$ cat config.mk
export PLATFORM = sky130hd
export DESIGN_NAME = timestamp_gated_event_queue
export DESIGN_NICKNAME = d
export VERILOG_FILES = /design/src/sv/tgeq_pkg.sv /design/src/sv/timestamp_gated_event_queue.sv
export SDC_FILE = /design/constraint.sdc
export NUM_CORES = 2
export LEC_CHECK = 0
export BUFFER_PORTS_ARGS = -buffer_cell sky130_fd_sc_hd__buf_4
export CAP_MARGIN = 20
export CORE_UTILIZATION = 38
export DETAILED_ROUTE_END_ITERATION = 10
export GPL_TIMING_DRIVEN = 0
export RECOVER_POWER = 25
export SYNTH_ARGS = -nofsm -noshare
export SYNTH_HDL_FRONTEND = slang
export SYNTH_SLANG_ARGS = --single-unit
$ cat constraint.sdc
create_clock -name clk -period 8.8 [get_ports clk]
set_input_delay 1.32 -clock clk [delete_from_list [all_inputs] [get_ports clk]]
set_output_delay 1.32 -clock clk [all_outputs]
set_load 0.05 [all_outputs]
$ cat src/sv/tgeq_pkg.sv
// ----------------------------------------------------------------------------
// Timestamp-gated event queue package
// Event layout, request mode codes and result kind codes.
// ----------------------------------------------------------------------------
`timescale 1ns / 1ps

package tgeq_pkg;

	// One stored event, 64 bits, status byte in the top bits.
	typedef struct packed {
		logic [7:0]  status;
		logic [7:0]  data1;
		logic [7:0]  data2;
		logic [7:0]  channel;
		logic [31:0] tstamp;
	} ev_t;

	typedef logic [1:0] kind_t;

	localparam logic MODE_SCHED = 1'b0;
	localparam logic MODE_TICK  = 1'b1;

	localparam kind_t KIND_ACCEPT = 2'd0;
	localparam kind_t KIND_FULL   = 2'd1;
	localparam kind_t KIND_EVENT  = 2'd2;

endpackage

$ cat src/sv/timestamp_gated_event_queue.sv
// ----------------------------------------------------------------------------
// Timestamp-gated event queue
// Ring buffer of timestamped MIDI events, drained by time ticks.
// ----------------------------------------------------------------------------
// Usage:
// Requests arrive on the in_valid/in_ready channel. A schedule request
// (mode low) stores one event and always answers with exactly one result:
// accepted, or rejected when QUEUE_DEPTH-1 events are already held. A tick
// request (mode high) pops every head event whose timestamp is at or below
// now_time, one result per event, with last set on the final one. A tick
// with nothing ready, or with dispatch disabled, gives no result at all.
// Results leave on out_valid/out_ready through an output register, and
// every result carries the number of events still held.
// Sequence: a schedule is captured in ST_IDLE, then ST_SCHED does the memory
// write and gives the result. A tick is captured, then ST_TCHK pops head
// events back to back unless the receiver stalls, since the event memory is
// read ahead at the next read pointer. A tick that popped anything leaves
// ST_TCHK once the head is not ready, and ST_FLUSH sends the last event. A
// tick that pops nothing goes from ST_TCHK straight back to idle.
// Only one request is in work at a time; in_ready is high only when idle,
// but a new request is taken while an earlier result still waits.
// If the receiver stalls, the block holds the popped event and waits.
// Reset empties the queue and clears dispatch_enable; the event memory
// itself is not cleared and no clearing pass is needed.
// ----------------------------------------------------------------------------
`timescale 1ns / 1ps

module timestamp_gated_event_queue
	import tgeq_pkg::*;
#(
	parameter int QUEUE_DEPTH = 64
) (
	input  logic        clk,
	input  logic        arst_n,
	// dispatch_enable register write
	input  logic        cfg_we,
	input  logic        cfg_wdata,
	// request channel
	input  logic        in_valid,
	output logic        in_ready,
	input  logic        mode,
	input  logic [7:0]  ev_status,
	input  logic [7:0]  ev_data1,
	input  logic [7:0]  ev_data2,
	input  logic [7:0]  ev_channel,
	input  logic [31:0] ev_time,
	input  logic [31:0] now_time,
	// result channel
	output logic        out_valid,
	input  logic        out_ready,
	output logic [1:0]  kind,
	output logic [7:0]  out_status,
	output logic [7:0]  out_data1,
	output logic [7:0]  out_data2,
	output logic [7:0]  out_channel,
	output logic [31:0] out_time,
	output logic [5:0]  pending,
	output logic        last
);

	// Pointer and count width; the count never exceeds QUEUE_DEPTH-1.
	localparam int PW = (QUEUE_DEPTH > 1) ? $clog2(QUEUE_DEPTH) : 1;

	typedef enum logic [3:0] {
		ST_IDLE  = 4'b0001,
		ST_SCHED = 4'b0010,
		ST_TCHK  = 4'b0100,
		ST_FLUSH = 4'b1000
	} state_t;

	state_t state_q, state_d;

	logic [PW-1:0] wr_ptr_q, rd_ptr_q, cnt_q;
	logic [PW-1:0] rd_addr;
	logic          dispatch_en_q;

	// Captured request.
	ev_t           item_ev_q;
	logic [31:0]   now_q;

	// Event memory with a registered read port.
	ev_t           mem [QUEUE_DEPTH];
	ev_t           rd_data_q;

	// Popped event that waits until we know whether it is the last one.
	logic          hold_valid_q;
	ev_t           hold_ev_q;
	logic [PW-1:0] hold_pend_q;

	// Output register.
	logic          out_valid_q;
	kind_t         out_kind_q;
	ev_t           out_ev_q;
	logic [PW-1:0] out_pend_q;
	logic          out_last_q;

	// Control decoded from the current state.
	logic          out_free;
	logic          full;
	logic          head_ready;
	logic          push, pop;
	logic          hold_load, hold_clr;
	logic          out_load;
	kind_t         out_kind_d;
	ev_t           out_ev_d;
	logic [PW-1:0] out_pend_d;
	logic          out_last_d;

	function automatic logic [PW-1:0] ptr_next(input logic [PW-1:0] p);
		return (p == PW'(QUEUE_DEPTH - 1)) ? '0 : p + 1'b1;
	endfunction

	assign in_ready   = (state_q == ST_IDLE);
	assign out_free   = !out_valid_q || out_ready;
	assign full       = (cnt_q == PW'(QUEUE_DEPTH - 1));
	// An empty queue never has a ready head, whatever stale data sits there.
	assign head_ready = (cnt_q != '0) && (rd_data_q.tstamp <= now_q);
	// Read ahead at the next pointer so the new head is ready right after a pop.
	assign rd_addr    = pop ? ptr_next(rd_ptr_q) : rd_ptr_q;

	always_comb begin
		state_d    = state_q;
		push       = 1'b0;
		pop        = 1'b0;
		hold_load  = 1'b0;
		hold_clr   = 1'b0;
		out_load   = 1'b0;
		out_kind_d = KIND_ACCEPT;
		out_ev_d   = '0;
		out_pend_d = cnt_q;
		out_last_d = 1'b1;
		unique case (state_q)
			ST_IDLE: begin
				if (in_valid) begin
					if (mode == MODE_SCHED) begin
						state_d = ST_SCHED;
					end else if (dispatch_en_q) begin
						state_d = ST_TCHK;
					end
				end
			end
			ST_SCHED: begin
				if (out_free) begin
					out_load = 1'b1;
					state_d  = ST_IDLE;
					if (full) begin
						out_kind_d = KIND_FULL;
					end else begin
						push       = 1'b1;
						out_pend_d = cnt_q + 1'b1;
					end
				end
			end
			ST_TCHK: begin
				if (head_ready) begin
					// A held event goes out with last low because another follows.
					if (!hold_valid_q || out_free) begin
						pop       = 1'b1;
						hold_load = 1'b1;
						if (hold_valid_q) begin
							out_load   = 1'b1;
							out_kind_d = KIND_EVENT;
							out_ev_d   = hold_ev_q;
							out_pend_d = hold_pend_q;
							out_last_d = 1'b0;
						end
					end
				end else if (hold_valid_q) begin
					state_d = ST_FLUSH;
				end else begin
					state_d = ST_IDLE;
				end
			end
			ST_FLUSH: begin
				if (out_free) begin
					out_load   = 1'b1;
					out_kind_d = KIND_EVENT;
					out_ev_d   = hold_ev_q;
					out_pend_d = hold_pend_q;
					hold_clr   = 1'b1;
					state_d    = ST_IDLE;
				end
			end
			default: begin
				state_d = ST_IDLE;
			end
		endcase
	end

	always_ff @(posedge clk) begin
		if (push) begin
			mem[wr_ptr_q] <= item_ev_q;
		end
		rd_data_q <= mem[rd_addr];
	end

	always_ff @(posedge clk or negedge arst_n) begin
		if (!arst_n) begin
			state_q       <= ST_IDLE;
			wr_ptr_q      <= '0;
			rd_ptr_q      <= '0;
			cnt_q         <= '0;
			dispatch_en_q <= 1'b0;
			hold_valid_q  <= 1'b0;
			out_valid_q   <= 1'b0;
		end else begin
			state_q <= state_d;
			if (cfg_we) begin
				dispatch_en_q <= cfg_wdata;
			end
			if (push) begin
				wr_ptr_q <= ptr_next(wr_ptr_q);
				cnt_q    <= cnt_q + 1'b1;
			end else if (pop) begin
				rd_ptr_q <= ptr_next(rd_ptr_q);
				cnt_q    <= cnt_q - 1'b1;
			end
			if (hold_load) begin
				hold_valid_q <= 1'b1;
			end else if (hold_clr) begin
				hold_valid_q <= 1'b0;
			end
			if (out_load) begin
				out_valid_q <= 1'b1;
			end else if (out_ready) begin
				out_valid_q <= 1'b0;
			end
		end
	end

	always_ff @(posedge clk) begin
		if (in_valid && in_ready) begin
			item_ev_q <= '{status: ev_status, data1: ev_data1, data2: ev_data2,
				channel: ev_channel, tstamp: ev_time};
			now_q     <= now_time;
		end
		if (hold_load) begin
			hold_ev_q   <= rd_data_q;
			hold_pend_q <= cnt_q - 1'b1;
		end
		if (out_load) begin
			out_kind_q <= out_kind_d;
			out_ev_q   <= out_ev_d;
			out_pend_q <= out_pend_d;
			out_last_q <= out_last_d;
		end
	end

	assign out_valid   = out_valid_q;
	assign kind        = out_kind_q;
	assign out_status  = out_ev_q.status;
	assign out_data1   = out_ev_q.data1;
	assign out_data2   = out_ev_q.data2;
	assign out_channel = out_ev_q.channel;
	assign out_time    = out_ev_q.tstamp;
	assign pending     = 6'(out_pend_q);
	assign last        = out_last_q;

endmodule

==> flow_summary_export.csv <==
group,metric,value,unit
global_route,antenna_found_initial,68,
sta,skew,0.08678,ns
global_route,grt_max_degree,60,
worst_setup_path,reg2reg_from,"now_q[31]",
status,violations,"max-capacitance violations, max-slew violations",
floorplan,dieWidth,679.8,um
worst_setup_path,critPathTopFamily,"buffers and inverters",
power_and_ir_drop,pwr-share-seq,40.6,%
worst_setup_path,r2r_slack,0.94,ns
power_and_ir_drop,leakagePower,0.07089,uW
worst_setup_path,worstReg2RegEnd,"rd_data_q[43]",
yosys,synthesis.area,174600,um^2
worst_setup_path,critPathArrivalTime,8.65,ns
cts,clockBufferDepth,4,
yosys,synth_top_flop_cell,"edfxtp_1",
cts,insertion_delay,1.03,ns
floorplan,io_pins,178,
hold_path,hold_path_class,"reg -> reg",
cells_and_area,finish.instance_area,205800,um^2
power_and_ir_drop,p_total,62280,uW
yosys,ys_seq_area_share,75.66,%
worst_setup_path,reg2reg_depth,18,
routing,totalWireLength,593.2,mm
status,status,"finished, violations left",
worst_setup_path,max_stage_delay,1.01,ns
cts,ctsHoldBuffers,0,
cells_and_area,drive_above_1_share,15.95,%
cts,h-tree-depth,5,
routing,ant_nets,0,
job,max_cap_viol_count,4,
sta,slew_headroom,-56.50,%
worst_setup_path,cpMaxStageDelayCell,"buf_2",
worst_setup_path,crit_type,"reg -> reg",
power_and_ir_drop,p_sw_share,34.57,%
worst_setup_path,worst-path-stages,18,
power_and_ir_drop,vdd.ir_drop.worst,0.0003210,V
placement,place_congestion,0.8843,
yosys,synth_seq_cells,4424,
routing,dr.pass1.iters,8,
worst_setup_path,start_kind,"flip-flop",
sta,period_share,89.32,%
sta,fin_crit,7.860,ns
worst_setup_path,critical_path_buf_inv_count,7,
sta,hold_viol_final,0,
worst_setup_path,crit_chain,"inv_1 -> ha_1 -> a21oi_1 -> o21ai_1 -> buf_6 -> a21oi_1 -> o211ai_1 -> buf_6 -> o2bb2ai_1 -> buf_4 -> o31ai_1 -> o31a_1 -> buf_2 -> buf_2 -> clkbuf_1 -> nand3_1 -> a222oi_1 -> nand4_1",
worst_setup_path,critPathCaptureType,"flip-flop",
cts,cts_setup_buffers,0,
sta,rsz0062_at_grt,"false",
worst_setup_path,cp_max_fo,10,
sta,finalSetupViolations,0,
worst_setup_path,crit_start,"now_q[31]",
global_route,grt_pass1_wl,802.4,mm
power_and_ir_drop,pwr-share-clk,31.0,%
floorplan,die-height,679.8,um
yosys,synth_nets,10989,
worst_setup_path,critPathCapture,"rd_data_q[43]",
sta,slew_violations,87,
yosys,yosys_warnings,0,
power_and_ir_drop,p_switching,21530,uW
sta,worst_slew_pin_slew,2.347,ns
sta,fmax,127.2,MHz
cts,root_buffer,"clkbuf_16",
placement,dp_hpwl,434.5,mm
routing,drc,0,
routing,wire_per_inst,32.16,um
power_and_ir_drop,internal_power,40750,uW
cells_and_area,syn2layout_area_growth,17.88,%
floorplan,dieArea,462100,um^2
floorplan,initial_core_util,38.22,%
yosys,synth_edf_count,4335,
global_route,grtUsageMet2,38.21,%
placement,io_buffers,177,
cts,cts.reportedPaths.clkPinSlew,0.06,ns
routing,via_per_inst,5.750,
power_and_ir_drop,pwr-share-comb,28.4,%
yosys,yosys.area.top_type_share,74.57,%
global_route,grt-ovfl-total,0,
worst_setup_path,required,9.58,ns
yosys,synth.area.top_cells,"edfxtp_1 75%, mux2i_1 6.6%, nand2_1 3.4%",
routing,vias,106082,
sta,fin_setup_tns,0,ns
floorplan,core,456800,um^2
yosys,postSynth.asyncResetShare,0.5651,%
cts,cts.repair.resized,0,
yosys,syn_inst,10849,
routing,drt-initial-drc-count,15407,
cells_and_area,final_nets,11994,
cts,cts_buffers,452,
cts,clkSinkCount,4424,
global_route,use_met3,6.191,%
power_and_ir_drop,p_per_area,302.6,nW/um^2
global_route,grt_usage,24.92,%
placement,placed_area,192400,um^2
yosys,synth_top_cell_by_area,"edfxtp_1",
global_route,grt_util_met1,32.69,%
global_route,busiest_layer,"met2",
cells_and_area,fin_util,45.05,%
cells_and_area,n_fill_cell,39563,
yosys,avgSynthCellArea,16.09,um^2
global_route,grt_pass1_vias,100121,
cts,cts_tree,"yes",
floorplan,placementRows,248,
yosys,synth.distinct_cells,79,
[Yosys cell counts, drive strengths merged (4+ instances only)]
cell and number:
nor4 4, nand2 1583, a22o 5, mux2i 1154, a22oi 6, dfrtp 24, a211oi 7, a21oi 170
nor2b 4, and4 60, xor2 6, a311oi 119, edfxtp 4335, o221ai 131, a41o 58, and3 75
nor2 101, a31oi 61, dfxtp 64, o211ai 8, o22ai 197, mux2 504, o21ai 270, a221oi 4
nand4 79, ha 37, nor4b 5, nand3b 7, o2111ai 69, nor3 7, nand4b 4, xnor2 9
a21o 126, a32oi 62, inv 50, buf 294, and2 68, o31a 64, a31o 63, clkbuf 388
nand3 531
[logic make-up after synthesis]
| kind of cell | after synthesis | synth area share [%] |
|---|---|---|
| DFF | 4424 | 75.66 |
| adders and majority gates | 37 | 0.2652 |
| muxes | 1659 | 9.881 |
| buffers and inverters | 732 | 1.820 |
| and+or+nand+nor | 2539 | 6.422 |
| xor gates and xnor gates | 15 | 0.07956 |
| AOI/OAI and AO/OA | 1443 | 5.871 |
[power by group through the flow]
| stage | clock network, uW | logic [uW] | registers [uW] |
|---|---|---|---|
| detailed placement | 0 | 17600 | 25700 |
| global placement | 0 | 15400 | 26700 |
| floorplan | 0 | 7980 | 26200 |
| finish | 19300 | 17700 | 25300 |
| global route | 20200 | 18200 | 25300 |
| CTS | 19400 | 17600 | 25300 |
[worst min path at each step]
stage,endpoint,cells past startpoint,startpoint,slack (ns)
detailed placement,hold_ev_q[33],0,rd_data_q[33],0.39
CTS,wr_ptr_q[5],1,arst_n,0.28
floorplan,hold_ev_q[32],0,rd_data_q[32],0.39
global route,hold_ev_q[60],0,rd_data_q[60],0.40
global placement,hold_ev_q[55],0,rd_data_q[55],0.39
finish,hold_ev_q[36],0,rd_data_q[36],0.40
[cell usage in the layout, fill, tap and decap left out, types with 62 or more instances in the layout]
master / Yosys / layout
o2111ai_1: 69 / 69
mux2_2: 433 / 433
nand4_1: 79 / 79
o31a_1: 64 / 64
a311oi_1: 119 / 119
dfxtp_1: 64 / 64
mux2i_1: 1154 / 1153
edfxtp_1: 4335 / 4335
buf_2: 198 / 198
nand2_1: 1582 / 1577
clkbuf_4: 0 / 71
nand3_1: 531 / 531
and2_1: 68 / 68
buf_16: 0 / 87
buf_4: 32 / 120
nor2_4: 0 / 66
a21oi_1: 170 / 170
clkinv_1: 0 / 77
o22ai_1: 197 / 197
clkbuf_16: 0 / 458
mux2_1: 71 / 71
clkinv_2: 0 / 92
clkbuf_1: 388 / 568
o21ai_0: 268 / 267
a21o_1: 126 / 126
o221ai_1: 131 / 131
and3_1: 75 / 75
diode_2: 0 / 94
buf_12: 0 / 182
a32oi_1: 62 / 62
[layer usage]
| layer | share of wire [%] | wire (um) |
|---|---|---|
| met2 | 45 | 266900 |
| met1 | 38 | 227800 |
| met4 | 5.7 | 33980 |
| met3 | 11 | 64310 |
| met5 | 0.034 | 203 |
[flip-flops by register name (all words and copies together) (netlist names), 8 cells and up]
signal / flops
out_data1: 8
out_status: 8
item_ev_q: 64
rd_data_q: 64
out_channel: 8
now_q: 32
out_data2: 8
hold_ev_q: 64
out_time: 32
mem: 4096
[layout make-up]
class	count	area (um^2)	share of cell area, %
Sequential cell	4424	132100	64.19
Multi-Input combinational cell	5693	39850	19.37
Clock buffer	577	12040	5.850
Timing Repair Buffer	551	8006	3.891
Tap cell	6125	7664	3.724
Buffer	682	3022	1.468
Clock inverter	253	2679	1.302
Antenna cell	94	235.2	0.1143
Inverter	50	202.7	0.09850
[per-stage QoR]
stage | cells | worst slack (ns) | hold slack, ns
after CTS | 18350 | 1.203 | 0.2808
final | 18449 | 0.9397 | 0.3967
after global placement | 17151 | -4.893 | 0.3882
after global routing | 18371 | 1.162 | 0.4047
after floorplan | 10849 | 2.950 | 0.3855
after detailed placement | 17520 | 1.214 | 0.3887
No activity file was read; power rests on OpenSTA's default activity.
